--- config.mk ---
export PLATFORM = sky130hd
export DESIGN_NAME = quic_q046_header_parser
export DESIGN_NICKNAME = d
export VERILOG_FILES = /design/src/hw/rtl/qhp_pkg.sv /design/src/hw/rtl/qhp_fifo.sv /design/src/hw/rtl/qhp_front.sv /design/src/hw/rtl/qhp_back.sv /design/src/hw/rtl/quic_q046_header_parser.sv
export SDC_FILE = /design/constraint.sdc
export NUM_CORES = 1
export LEC_CHECK = 0
export BUFFER_PORTS_ARGS = -buffer_cell sky130_fd_sc_hd__buf_4
export CAP_MARGIN = 20
export CELL_PAD_IN_SITES_DETAIL_PLACEMENT = 1
export CELL_PAD_IN_SITES_GLOBAL_PLACEMENT = 2
export CORE_UTILIZATION = 25
export CTS_BUF_LIST = sky130_fd_sc_hd__clkbuf_2
export DETAILED_ROUTE_END_ITERATION = 16
export PLACE_DENSITY_LB_ADDON = 0.1
export SETUP_SLACK_MARGIN = 0.2
export SYNTH_ARGS = -nofsm -noshare
export SYNTH_HDL_FRONTEND = slang
export SYNTH_HIERARCHICAL = 1
export SYNTH_SLANG_ARGS = --single-unit
--- constraint.sdc ---
create_clock -name clk -period 7.6 [get_ports clk]
set_input_delay 1.52 -clock clk [delete_from_list [all_inputs] [get_ports clk]]
set_output_delay 1.52 -clock clk [all_outputs]
set_load 0.02 [all_outputs]
--- src/hw/rtl/qhp_pkg.sv ---
`timescale 1ns / 1ps

package qhp_pkg;

	localparam int MAX_CID_BYTES = 8;

	localparam logic [2:0] KIND_ZERO_RTT = 3'd1;
	localparam logic [2:0] KIND_VERNEG   = 3'd4;
	localparam logic [2:0] KIND_SHORT    = 3'd5;

	localparam logic REG_SERVER_ROLE    = 1'b0;
	localparam logic REG_CONN_ID_LENGTH = 1'b1;

	// Snapshot of one packet, taken as its last byte is accepted.
	typedef struct packed {
		logic        server_role;
		logic [3:0]  conn_id_length;
		logic        form;
		logic        version_zero;
		logic [7:0]  lead_byte;
		logic [7:0]  cid_len_byte;
		logic [63:0] cid;
		logic [31:0] pn;
		logic        n_over;
		logic [5:0]  n_sat;
		logic [1:0]  n_lo;
		logic [11:0] size;
	} qhp_rec_t;

	typedef struct packed {
		logic        parse_error;
		logic [2:0]  header_kind;
		logic [1:0]  pn_len_code;
		logic [31:0] packet_number;
		logic [63:0] conn_id;
		logic        conn_id_present;
		logic [11:0] version_info;
		logic [11:0] nonce_offset;
		logic [11:0] header_size;
		logic [11:0] packet_size;
	} qhp_res_t;

	function automatic logic [4:0] nib_len(input logic [3:0] n);
		return (n == 4'd0) ? 5'd0 : ({1'b0, n} + 5'd3);
	endfunction

endpackage

--- src/hw/rtl/qhp_fifo.sv ---
`timescale 1ns / 1ps

module qhp_fifo import qhp_pkg::*; (
	input  logic     clk,
	input  logic     arst_n,
	input  logic     wr_en,
	input  qhp_rec_t wr_data,
	output logic     full,
	input  logic     rd_en,
	output qhp_rec_t rd_data,
	output logic     empty
);

	qhp_rec_t   entry_q [2];
	logic       wr_ptr_q;
	logic       rd_ptr_q;
	logic [1:0] count_q;
	logic       do_wr;
	logic       do_rd;

	assign full    = (count_q == 2'd2);
	assign empty   = (count_q == 2'd0);
	assign do_wr   = wr_en && !full;
	assign do_rd   = rd_en && !empty;
	assign rd_data = entry_q[rd_ptr_q];

	always_ff @(posedge clk or negedge arst_n) begin
		if (!arst_n) begin
			wr_ptr_q <= 1'b0;
			rd_ptr_q <= 1'b0;
			count_q  <= 2'd0;
		end else begin
			if (do_wr) wr_ptr_q <= ~wr_ptr_q;
			if (do_rd) rd_ptr_q <= ~rd_ptr_q;
			if (do_wr && !do_rd) count_q <= count_q + 2'd1;
			else if (do_rd && !do_wr) count_q <= count_q - 2'd1;
		end
	end

	always_ff @(posedge clk) begin
		if (do_wr) entry_q[wr_ptr_q] <= wr_data;
	end

endmodule

--- src/hw/rtl/qhp_front.sv ---
`timescale 1ns / 1ps

module qhp_front import qhp_pkg::*; #(
	parameter int MAX_PACKET_BYTES = 2048
) (
	input  logic       clk,
	input  logic       arst_n,
	input  logic       push,
	output logic       full,
	input  logic       func,
	input  logic [7:0] data_byte,
	input  logic       start_of_packet,
	input  logic       end_of_packet,
	input  logic       server_role,
	input  logic [3:0] conn_id_length,
	output logic       rec_push,
	output qhp_rec_t   rec,
	input  logic       rec_full
);

	localparam int CNT_W = $clog2(MAX_PACKET_BYTES + 2);
	localparam logic [CNT_W-1:0] MAX_CNT = CNT_W'(MAX_PACKET_BYTES);

	logic [CNT_W-1:0] count_q;
	logic             form_q;
	logic [7:0]       lead_q;
	logic             vz_q;
	logic [7:0]       cidlen_q;
	logic [63:0]      cid_q;
	logic [31:0]      pn_q;

	logic             accept;
	logic [CNT_W-1:0] o;
	logic             first;
	logic             form;
	logic [7:0]       lead;
	logic             vz_next;
	logic [7:0]       cidlen_next;
	logic [63:0]      cid_base;
	logic [63:0]      cid_next;
	logic [31:0]      pn_base;
	logic [31:0]      pn_next;
	logic [2:0]       plen;
	logic [4:0]       cid_lo;
	logic [4:0]       pn_lo;
	logic [5:0]       pn_hi;
	logic             in_cid;
	logic             in_pn;
	logic [CNT_W-1:0] n;
	logic             n_over;

	assign full     = rec_full;
	assign accept   = push && !rec_full;
	assign rec_push = accept && end_of_packet;

	always_comb begin
		o           = start_of_packet ? '0 : count_q;
		first       = (o == '0);
		form        = first ? func : form_q;
		lead        = first ? data_byte : lead_q;
		cid_base    = first ? 64'd0 : cid_q;
		pn_base     = first ? 32'd0 : pn_q;
		plen        = {1'b0, lead[1:0]} + 3'd1;
		vz_next     = (first ? 1'b1 : vz_q) &
			~(form && o >= CNT_W'(1) && o <= CNT_W'(4) && data_byte != 8'd0);
		cidlen_next = (form && o == CNT_W'(5)) ? data_byte : (first ? 8'd0 : cidlen_q);
		cid_lo      = form ? 5'd6 : 5'd1;
		pn_lo       = cid_lo + ((form || server_role) ? {1'b0, conn_id_length} : 5'd0);
		pn_hi       = {1'b0, pn_lo} + {3'b0, plen};
		in_cid      = (o >= CNT_W'(cid_lo)) && (o < CNT_W'(pn_lo));
		in_pn       = (o >= CNT_W'(pn_lo)) && (o < CNT_W'(pn_hi));
		cid_next    = in_cid ? {cid_base[55:0], data_byte} : cid_base;
		pn_next     = in_pn ? {pn_base[23:0], data_byte} : pn_base;
		n           = (o <= MAX_CNT) ? o + CNT_W'(1) : o;
		n_over      = (n > MAX_CNT);

		rec.server_role    = server_role;
		rec.conn_id_length = conn_id_length;
		rec.form           = form;
		rec.version_zero   = vz_next;
		rec.lead_byte      = lead;
		rec.cid_len_byte   = cidlen_next;
		rec.cid            = cid_next;
		rec.pn             = pn_next;
		rec.n_over         = n_over;
		rec.n_sat          = (n > CNT_W'(63)) ? 6'd63 : n[5:0];
		rec.n_lo           = n[1:0];
		rec.size           = 12'(n_over ? MAX_CNT : n);
	end

	always_ff @(posedge clk or negedge arst_n) begin
		if (!arst_n) begin
			count_q  <= '0;
			form_q   <= 1'b0;
			lead_q   <= 8'd0;
			vz_q     <= 1'b1;
			cidlen_q <= 8'd0;
			cid_q    <= 64'd0;
			pn_q     <= 32'd0;
		end else if (accept) begin
			count_q  <= end_of_packet ? '0 : n;
			form_q   <= form;
			lead_q   <= lead;
			vz_q     <= vz_next;
			cidlen_q <= cidlen_next;
			cid_q    <= cid_next;
			pn_q     <= pn_next;
		end
	end

endmodule

--- src/hw/rtl/qhp_back.sv ---
`timescale 1ns / 1ps

module qhp_back import qhp_pkg::*; (
	input  logic     clk,
	input  logic     arst_n,
	input  qhp_rec_t rec,
	input  logic     rec_valid,
	output logic     rec_pop,
	output qhp_res_t res,
	output logic     res_valid,
	input  logic     res_pop
);

	qhp_res_t   res_q;
	logic       valid_q;
	qhp_res_t   nxt;
	logic [3:0] cl;
	logic [2:0] plen;
	logic [4:0] dcil;
	logic [4:0] scil;
	logic       verneg;
	logic       role_bad;
	logic [5:0] need;
	logic [5:0] n6;
	logic [4:0] p;
	logic       vn_bad;
	logic       err_long;
	logic [4:0] hdr_short;
	logic       err_short;
	logic       err;
	logic [5:0] hdr_long;
	logic [2:0] kind_long;

	assign rec_pop   = rec_valid && (!valid_q || res_pop);
	assign res       = res_q;
	assign res_valid = valid_q;

	always_comb begin
		cl        = rec.conn_id_length;
		plen      = {1'b0, rec.lead_byte[1:0]} + 3'd1;
		dcil      = nib_len(rec.cid_len_byte[7:4]);
		scil      = nib_len(rec.cid_len_byte[3:0]);
		verneg    = rec.version_zero;
		role_bad  = rec.server_role ? !(dcil == {1'b0, cl} && scil == 5'd0)
			: !(dcil == 5'd0 && scil == {1'b0, cl});
		need      = {1'b0, dcil} + {1'b0, scil} + (verneg ? 6'd4 : {3'b0, plen});
		n6        = rec.n_sat - 6'd6;
		p         = 5'd6 + {1'b0, cl};
		vn_bad    = ({1'b0, p} >= rec.n_sat) || ((rec.n_lo - p[1:0]) != 2'd0);
		err_long  = (rec.n_sat < 6'd6) || role_bad || (n6 < need) || (verneg && vn_bad);
		hdr_short = 5'd1 + (rec.server_role ? {1'b0, cl} : 5'd0) + {2'b0, plen};
		err_short = !rec.lead_byte[6] || (rec.n_sat < {1'b0, hdr_short});
		err       = rec.n_over || (cl > 4'(MAX_CID_BYTES)) || (rec.form ? err_long : err_short);
		kind_long = {1'b0, rec.lead_byte[5:4]};
		hdr_long  = {1'b0, p} + {3'b0, plen};

		nxt             = '0;
		nxt.packet_size = rec.size;
		if (err) begin
			nxt.parse_error = 1'b1;
		end else if (rec.form) begin
			nxt.conn_id         = rec.cid;
			nxt.conn_id_present = 1'b1;
			if (verneg) begin
				nxt.header_kind  = KIND_VERNEG;
				nxt.version_info = {7'd0, p};
				nxt.header_size  = rec.size;
			end else begin
				nxt.header_kind   = kind_long;
				nxt.pn_len_code   = rec.lead_byte[1:0];
				nxt.packet_number = rec.pn;
				nxt.version_info  = 12'd1;
				nxt.header_size   = {6'd0, hdr_long};
				if (!rec.server_role && kind_long == KIND_ZERO_RTT) begin
					nxt.nonce_offset = {6'd0, hdr_long};
					nxt.header_size  = {6'd0, hdr_long} + 12'd32;
				end
			end
		end else begin
			nxt.header_kind     = KIND_SHORT;
			nxt.pn_len_code     = rec.lead_byte[1:0];
			nxt.packet_number   = rec.pn;
			nxt.header_size     = {7'd0, hdr_short};
			nxt.conn_id_present = rec.server_role;
			nxt.conn_id         = rec.server_role ? rec.cid : 64'd0;
		end
	end

	always_ff @(posedge clk or negedge arst_n) begin
		if (!arst_n) begin
			valid_q <= 1'b0;
		end else if (rec_pop) begin
			valid_q <= 1'b1;
		end else if (res_pop) begin
			valid_q <= 1'b0;
		end
	end

	always_ff @(posedge clk) begin
		if (rec_pop) res_q <= nxt;
	end

endmodule

--- src/hw/rtl/quic_q046_header_parser.sv ---
`timescale 1ns / 1ps
// Channel   Handshake        Payload
// bytes     push / full      func, data_byte, start_of_packet, end_of_packet
// results   empty / pop      parse_error .. packet_size, one per packet
// config    write_en         reg_index, write_data
//
// One byte is taken every cycle while full is low.
// A result reaches the output once its packet's record has passed through a queue entry and the
// output register, unless earlier results are still waiting.
// A two-entry queue sits between the byte front end and the result stage; full rises
// only when both entries and the output register hold results nobody has popped.
// Reset clears the byte count, the queue and the output register, and sets
// server_role to 0 and conn_id_length to 8.

module quic_q046_header_parser import qhp_pkg::*; #(
	parameter int MAX_PACKET_BYTES = 2048
) (
	input  logic        clk,
	input  logic        arst_n,
	input  logic        push,
	output logic        full,
	input  logic        func,
	input  logic [7:0]  data_byte,
	input  logic        start_of_packet,
	input  logic        end_of_packet,
	output logic        empty,
	input  logic        pop,
	output logic        parse_error,
	output logic [2:0]  header_kind,
	output logic [1:0]  pn_len_code,
	output logic [31:0] packet_number,
	output logic [63:0] conn_id,
	output logic        conn_id_present,
	output logic [11:0] version_info,
	output logic [11:0] nonce_offset,
	output logic [11:0] header_size,
	output logic [11:0] packet_size,
	input  logic        write_en,
	input  logic        reg_index,
	input  logic [3:0]  write_data
);

	logic       server_role_q;
	logic [3:0] conn_id_length_q;
	qhp_rec_t   rec_in;
	qhp_rec_t   rec_out;
	logic       rec_push;
	logic       rec_full;
	logic       rec_empty;
	logic       rec_pop;
	qhp_res_t   res;
	logic       res_valid;

	always_ff @(posedge clk or negedge arst_n) begin
		if (!arst_n) begin
			server_role_q    <= 1'b0;
			conn_id_length_q <= 4'd8;
		end else if (write_en) begin
			case (reg_index)
				REG_SERVER_ROLE:    server_role_q <= write_data[0];
				REG_CONN_ID_LENGTH: conn_id_length_q <= write_data;
				default: ;
			endcase
		end
	end

	qhp_front #(
		.MAX_PACKET_BYTES(MAX_PACKET_BYTES)
	) u_front (
		.clk            (clk),
		.arst_n         (arst_n),
		.push           (push),
		.full           (full),
		.func           (func),
		.data_byte      (data_byte),
		.start_of_packet(start_of_packet),
		.end_of_packet  (end_of_packet),
		.server_role    (server_role_q),
		.conn_id_length (conn_id_length_q),
		.rec_push       (rec_push),
		.rec            (rec_in),
		.rec_full       (rec_full)
	);

	qhp_fifo u_fifo (
		.clk    (clk),
		.arst_n (arst_n),
		.wr_en  (rec_push),
		.wr_data(rec_in),
		.full   (rec_full),
		.rd_en  (rec_pop),
		.rd_data(rec_out),
		.empty  (rec_empty)
	);

	qhp_back u_back (
		.clk      (clk),
		.arst_n   (arst_n),
		.rec      (rec_out),
		.rec_valid(!rec_empty),
		.rec_pop  (rec_pop),
		.res      (res),
		.res_valid(res_valid),
		.res_pop  (pop)
	);

	assign empty           = !res_valid;
	assign parse_error     = res.parse_error;
	assign header_kind     = res.header_kind;
	assign pn_len_code     = res.pn_len_code;
	assign packet_number   = res.packet_number;
	assign conn_id         = res.conn_id;
	assign conn_id_present = res.conn_id_present;
	assign version_info    = res.version_info;
	assign nonce_offset    = res.nonce_offset;
	assign header_size     = res.header_size;
	assign packet_size     = res.packet_size;

endmodule

==> results of run 1 <==
[how the worst max path moves through the flow]
stage / start / to / slack (ps) / depth (start not counted)
6_report: u_fifo/rd_ptr_q / u_back/res[53] / 1530 / 17
5_1_grt: u_fifo/rd_ptr_q / u_back/res[75] / 1230 / 18
4_1_cts: u_fifo/rd_ptr_q / u_back/res[75] / 1460 / 18
3_5_place_dp: start_of_packet / u_front/pn_q[4] / 570 / 23
3_3_place_gp: start_of_packet / u_front/pn_q[7] / 770 / 23
2_1_floorplan: start_of_packet / u_front/pn_q[2] / 1010 / 26
[timing repair]
item	CTS	global route
setup endpoints to repair	0	0
hold endpoints to repair	21	0
hold buffers	1	0
[metal layers]
layer,part of all wire [%],wire length [um],global-route usage (%),vias up
met5,0,0,0,-
met4,1.8,1280,4.68,0
met3,4.6,3260,3.59,96
met2,46,32400,21.7,337
met1,48,34000,19.1,8048
li1,-,-,-,7408
[where the power goes]
part	leakage [nW]	switching, mW	total [mW]	internal [mW]
registers	5.79	0.279	4.19	3.91
logic	4.53	2.70	4.31	1.62
clock network	1.13	1.33	2.25	0.922
[flip-flops by register name (all words and copies together), names as in the netlist]
| name | cells |
|---|---|
| u_back/res_valid | 1 |
| u_fifo/entry_q | 274 |
| u_front/lead_q | 5 |
| u_front/count_q | 12 |
| u_front/pn_q | 32 |
| u_front/form_q | 1 |
| u_front/vz_q | 1 |
| u_fifo/wr_ptr_q | 1 |
| server_role_q | 1 |
| u_front/cidlen_q | 8 |
| u_fifo/count_q | 2 |
| u_fifo/rd_ptr_q | 1 |
| u_front/cid_q | 64 |
| conn_id_length_q | 4 |
| u_back/res | 138 |
[worst reg2reg max path: stages (launching register included)]
cell and delay, ps:
sky130_fd_sc_hd__dfrtp_4 780, sky130_fd_sc_hd__mux2_2 490, sky130_fd_sc_hd__inv_1 100, sky130_fd_sc_hd__ha_1 230, sky130_fd_sc_hd__nor3b_2 420, sky130_fd_sc_hd__nor2_1 120
sky130_fd_sc_hd__fa_1 500, sky130_fd_sc_hd__ha_1 240, sky130_fd_sc_hd__fa_1 410, sky130_fd_sc_hd__a21o_1 180, sky130_fd_sc_hd__a21oi_1 170, sky130_fd_sc_hd__xor2_1 100
sky130_fd_sc_hd__ha_1 300, sky130_fd_sc_hd__nand2_1 50, sky130_fd_sc_hd__o31ai_1 240, sky130_fd_sc_hd__buf_4 240, sky130_fd_sc_hd__o2111ai_4 500, sky130_fd_sc_hd__a21boi_1 690
[layout by cell type (no fill, tap or decap), types with 5 or more instances in the layout]
cell type,count
sky130_fd_sc_hd__edfxtp_1,412
sky130_fd_sc_hd__clkbuf_2,241
sky130_fd_sc_hd__buf_4,188
sky130_fd_sc_hd__nand2_1,154
sky130_fd_sc_hd__o21ai_0,135
sky130_fd_sc_hd__dfrtp_1,130
sky130_fd_sc_hd__a22o_1,109
sky130_fd_sc_hd__nand3_1,107
sky130_fd_sc_hd__a21boi_1,98
sky130_fd_sc_hd__mux2_4,94
sky130_fd_sc_hd__inv_1,65
sky130_fd_sc_hd__ha_1,53
sky130_fd_sc_hd__nor2_1,51
sky130_fd_sc_hd__mux2_2,49
sky130_fd_sc_hd__clkinv_1,29
sky130_fd_sc_hd__a21oi_1,23
sky130_fd_sc_hd__xnor2_1,22
sky130_fd_sc_hd__xor2_1,16
sky130_fd_sc_hd__nor4_1,16
sky130_fd_sc_hd__conb_1,16
sky130_fd_sc_hd__nand2b_1,15
sky130_fd_sc_hd__nor3_1,14
sky130_fd_sc_hd__nor2b_1,11
sky130_fd_sc_hd__a21o_1,11
sky130_fd_sc_hd__and2_1,9
sky130_fd_sc_hd__o21ai_1,9
sky130_fd_sc_hd__fa_1,8
sky130_fd_sc_hd__nand4_1,7
sky130_fd_sc_hd__o2111ai_1,6
sky130_fd_sc_hd__o31ai_1,6
sky130_fd_sc_hd__o21a_1,6
sky130_fd_sc_hd__clkinv_2,5
sky130_fd_sc_hd__a31oi_1,5
[area by class of cell]
class,instances,share of cell area (%)
Antenna cell,4,0.0346
Clock buffer,241,4.17
Clock inverter,47,0.939
Inverter,65,0.844
Multi-Input combinational cell,1116,28.9
Sequential cell,545,54.3
Tap cell,1287,5.57
Timing Repair Buffer,194,5.23
==> flow_summary.ini, run 1 <==
[run_status]
outcome = finished, final reports clean

[place]
pre_cts_slack_ps = 567
number_of_buffer_cells_added_on_primary_ports = 160
placed_cell_area_um2 = 27400
hpwlAfterDp_um = 45100
gp_routability_congestion = 0.771
place_inst = 3206

[clock_tree]
htreeDepth = 4
clk_root_buffer_cell = sky130_fd_sc_hd__clkbuf_2
clk_pin_slew_ps = 100
cts_tree = yes
clockBufferDepth = 3
cts_post_setup_buffers_inserted = 0
clkSinkCount = 545
clk-insertion-delay-late_ps = 1380
cts_resized = 0
cts_buffers = 155

[grt]
remaining_global_route_overflow = 0
first_global_vias = 17000
groute.usage.overall_pct = 14.0
grt_first_pass_wirelength_um = 107000
antenna_found_initial = 6
maximum_number_of_pins_on_one_net_before_global_route_repair = 138

[critical_path]
worst_path_most_repeated_cell = sky130_fd_sc_hd__ha_1
crit_path_max_incr_delay_ps = 780
rr_worst_depth = 17
worst_setup_path_type = reg -> reg
cp_cell_sequence = mux2_2 > inv_1 > ha_1 > nor3b_2 > nor2_1 > fa_1 > ha_1 > fa_1 > a21o_1 > a21oi_1 > xor2_1 > ha_1 > nand2_1 > o31ai_1 > buf_4 > o2111ai_4 > a21boi_1
end_kind = register
cp_num_buf_inv = 2
setup.reg_to_reg.worst_slack_ps = 1530
crit_slowest_cell = sky130_fd_sc_hd__dfrtp_4
kind_of_start_point_of_the_critical_path = register
cpLargestDelayFamily = compound AO/OA/AOI/OAI gates
worst-endpoint-required_ps = 8630
worstPathMaxFanout = 30
rr_endpoint = u_back/res[53]
crit_arrival_ps = 7100
crit-reg2reg-launch = u_fifo/rd_ptr_q

[final_layout]
multi_input_area_um2 = 8340
layout.core_utilization_pct = 29.3
area.sequential_um2 = 15700
post_layout_nonfiller_instances = 3499
finish.instance_area_um2 = 28900
finalNetCount = 2159
syn2layout_area_growth_pct = 15.7
fill_cells = 10800
final_layout_size_suffix_gt1_share_pct = 28.3

[drt]
num_vias = 15900
drtIter0Drc = 872
route.final.wire_length_um = 70900
drc_errors = 0
drt-wirelength-per-cell_um = 20.3
routed_via_density = 4.54
route.antenna.remaining_nets = 0
drtPass1Iterations = 4

[timing]
finalHoldViolCount = 0
number_of_pins_with_negative_max_slew_slack_in_the_final_report = 0
clock-skew-final_ps = 86.3
rsz_0062_raised_after_global_routing = no
final.period_utilization_pct = 79.8
max_freq_mhz = 165
final_period_minus_worst_setup_slack_ps = 6070
postLayoutSetupSlackWorst_ps = 1530
whs_ps = 375
setup_viol = 0
max-slew-margin-rel_pct = 35.4
sum_of_negative_setup_slack_ps = 0
tightestPinTransition_ps = 969

[pwr]
powerDensity_nw_per_um2 = 372
p_leak_nw = 11.5
fin_total_pwr_mw = 10.8
max-vdd-ir-drop_mv = 0.267

[floorplan]
die_h_um = 318
die_area_um2 = 101000
placementRows = 115
initial_utilization_pct = 25.3
floorplan.core_area_um2 = 98700
die-width_um = 318
design.portCount = 174

[synth]
synth.cell_area_um2 = 25000
ys_warn_count = 6
synth_area_per_cell_um2 = 13.5
netlist_instances = 1857

[min_path]
worstHoldPathCells = 2
hold_path_class = in -> reg
hold_path_startpoint = end_of_packet
worst_hold_endpoint = u_front/count_q[8]

[run]
cap_violations = 0
(Power assumes the default switching activity.)
==> inputs of run 2 (changes only) <==
- clock period: 7.6 -> 6 ns (I/O delays scaled with it)
==> flow_summary.ini, run 2 (synthesis results as in run 1) <==
[pwr]
powerDensity_nw_per_um2 = 470
max-vdd-ir-drop_mv = 0.364
p_leak_nw = 11.6

[critical_path]
cp_cell_sequence = buf_4 > mux2_2 > nor3b_2 > nor2_1 > fa_1 > ha_1 > fa_1 > a21o_1 > a21oi_1 > xor2_1 > ha_1 > nand2_1 > o31ai_1 > buf_4 > o2111ai_4 > buf_12 > a21boi_1
cpLargestDelayFamily = adder cells
crit_path_max_incr_delay_ps = 620
kind_of_start_point_of_the_critical_path = register
worstPathMaxFanout = 62
cp_num_buf_inv = 3
worst-endpoint-required_ps = 7130
worst_setup_path_type = reg -> reg
end_kind = register
crit_arrival_ps = 6540
crit_slowest_cell = sky130_fd_sc_hd__dfrtp_4

[clock_tree]
clk_pin_slew_ps = 90
clk_root_buffer_cell = sky130_fd_sc_hd__clkbuf_2
clockBufferDepth = 3
cts-hold-fix-buffers = 16
clk-insertion-delay-late_ps = 1350
cts_post_setup_buffers_inserted = 0
cts_buffers = 161
clkSinkCount = 545
cts_tree = yes
cts_resized = 0
htreeDepth = 4

[final_layout]
largest_register_ffs = 274
finalNetCount = 2186
commonest_non_fill_non_tap_cells_in_the_layout = 412 x sky130_fd_sc_hd__edfxtp_1, 251 x sky130_fd_sc_hd__clkbuf_2, 189 x sky130_fd_sc_hd__buf_4
layout.core_utilization_pct = 29.7
mostFrequentLayoutCell = sky130_fd_sc_hd__edfxtp_1
post_layout_nonfiller_instances = 3531
final_layout_size_suffix_gt1_share_pct = 28.8
syn2layout_area_growth_pct = 17.1
top_register = u_fifo/entry_q

[timing]
final.period_utilization_pct = 90.2
setup_viol = 0
number_of_pins_with_negative_max_slew_slack_in_the_final_report = 0
final_period_minus_worst_setup_slack_ps = 5410
max-slew-margin-rel_pct = 27.5
max_freq_mhz = 185
clock-skew-final_ps = 98.4
sum_of_negative_setup_slack_ps = 0
tightestPinTransition_ps = 1090
rsz_0062_raised_after_global_routing = no
finalHoldViolCount = 0

[floorplan]
initial_utilization_pct = 25.3
design.portCount = 174
die_h_um = 318
placementRows = 115
die-width_um = 318
floorplan.core_area_um2 = 98700
die_area_um2 = 101000

[drt]
route.antenna.remaining_nets = 0
route.final.wire_length_um = 70200
drtPass1Iterations = 5
drt-wirelength-per-cell_um = 19.9
num_vias = 16000
routed_via_density = 4.52
drc_errors = 0
drtIter0Drc = 679

[run_status]
outcome = finished, final reports clean

[place]
place_inst = 3211
gp_routability_congestion = 0.762
number_of_buffer_cells_added_on_primary_ports = 160
hpwlAfterDp_um = 44700

[run]
cap_violations = 0

[grt]
first_global_vias = 17300
antenna_found_initial = 1
remaining_global_route_overflow = 0
maximum_number_of_pins_on_one_net_before_global_route_repair = 138
groute.usage.overall_pct = 14.1
grt_first_pass_wirelength_um = 108000

[min_path]
hold_path_class = in -> reg
## run 2: worst reg2reg max path, cell delays in order, from the launching register on
cell and delay [ps]:
sky130_fd_sc_hd__dfrtp_4 620, sky130_fd_sc_hd__buf_4 420, sky130_fd_sc_hd__mux2_2 450, sky130_fd_sc_hd__nor3b_2 370, sky130_fd_sc_hd__nor2_1 120, sky130_fd_sc_hd__fa_1 500, sky130_fd_sc_hd__ha_1 240, sky130_fd_sc_hd__fa_1 410
sky130_fd_sc_hd__a21o_1 180, sky130_fd_sc_hd__a21oi_1 170, sky130_fd_sc_hd__xor2_1 110, sky130_fd_sc_hd__ha_1 300, sky130_fd_sc_hd__nand2_1 60, sky130_fd_sc_hd__o31ai_1 230, sky130_fd_sc_hd__buf_4 250, sky130_fd_sc_hd__o2111ai_4 230
sky130_fd_sc_hd__buf_12 260, sky130_fd_sc_hd__a21boi_1 340
## run 2: per-stage QoR
stage | hold slack, ps | power [mW] | area, um^2 | worst slack (ps)
floorplan | 446 | 9.08 | 25100 | 230
global placement | 458 | 11.0 | 27500 | 188
detailed placement | 462 | 11.0 | 27500 | 43.5
CTS | 3.79 | 14.1 | 29300 | 435
global route | 105 | 14.8 | 29300 | 252
finish | 323 | 13.7 | 29300 | 589
## run 2: final cells by class
cell class,count,area (um^2)
Clock inverter,49,313
Clock buffer,250,1250
Tap cell,1287,1610
Multi-Input combinational cell,1116,8380
Inverter,65,244
Antenna cell,4,10.0
Sequential cell,545,15700
Fill cell,10700,69400
Timing Repair Buffer,215,1760
## run 2: path summary, 6_finish.rpt
check / start / endpoint / slack (ps) / depth (start not counted)
setup / recovery: u_fifo/rd_ptr_q / u_back/res[54] / 590 / 17
hold / removal: write_en / conn_id_length_q[3] / 320 / 3
setup reg to reg: u_fifo/rd_ptr_q / u_back/res[54] / 590 / 17
hold reg to reg: u_front/lead_q[4] / u_front/lead_q[4] / 480 / 2
max in group asynchronous: arst_n / u_fifo/rd_ptr_q / 4240 / 3
min in group asynchronous: arst_n / u_front/pn_q[3] / 470 / 2
## run 2: layer usage
layer	global-route usage (%)	part of all wire, %	routed length, um	up-vias
met5	0	0	0	-
met4	5.52	2.5	1750	0
met3	3.05	3.8	2650	134
met2	21.6	45	31900	327
met1	19.3	48	33800	8044
li1	-	-	-	7462
## run 2: power by group
part	leakage (nW)	total, mW	internal, mW	switching [mW]
sequential	5.79	5.28	4.96	0.320
combinational	4.65	5.52	2.10	3.42
clock	1.19	2.95	1.26	1.70
total	11.6	13.7	8.32	5.43
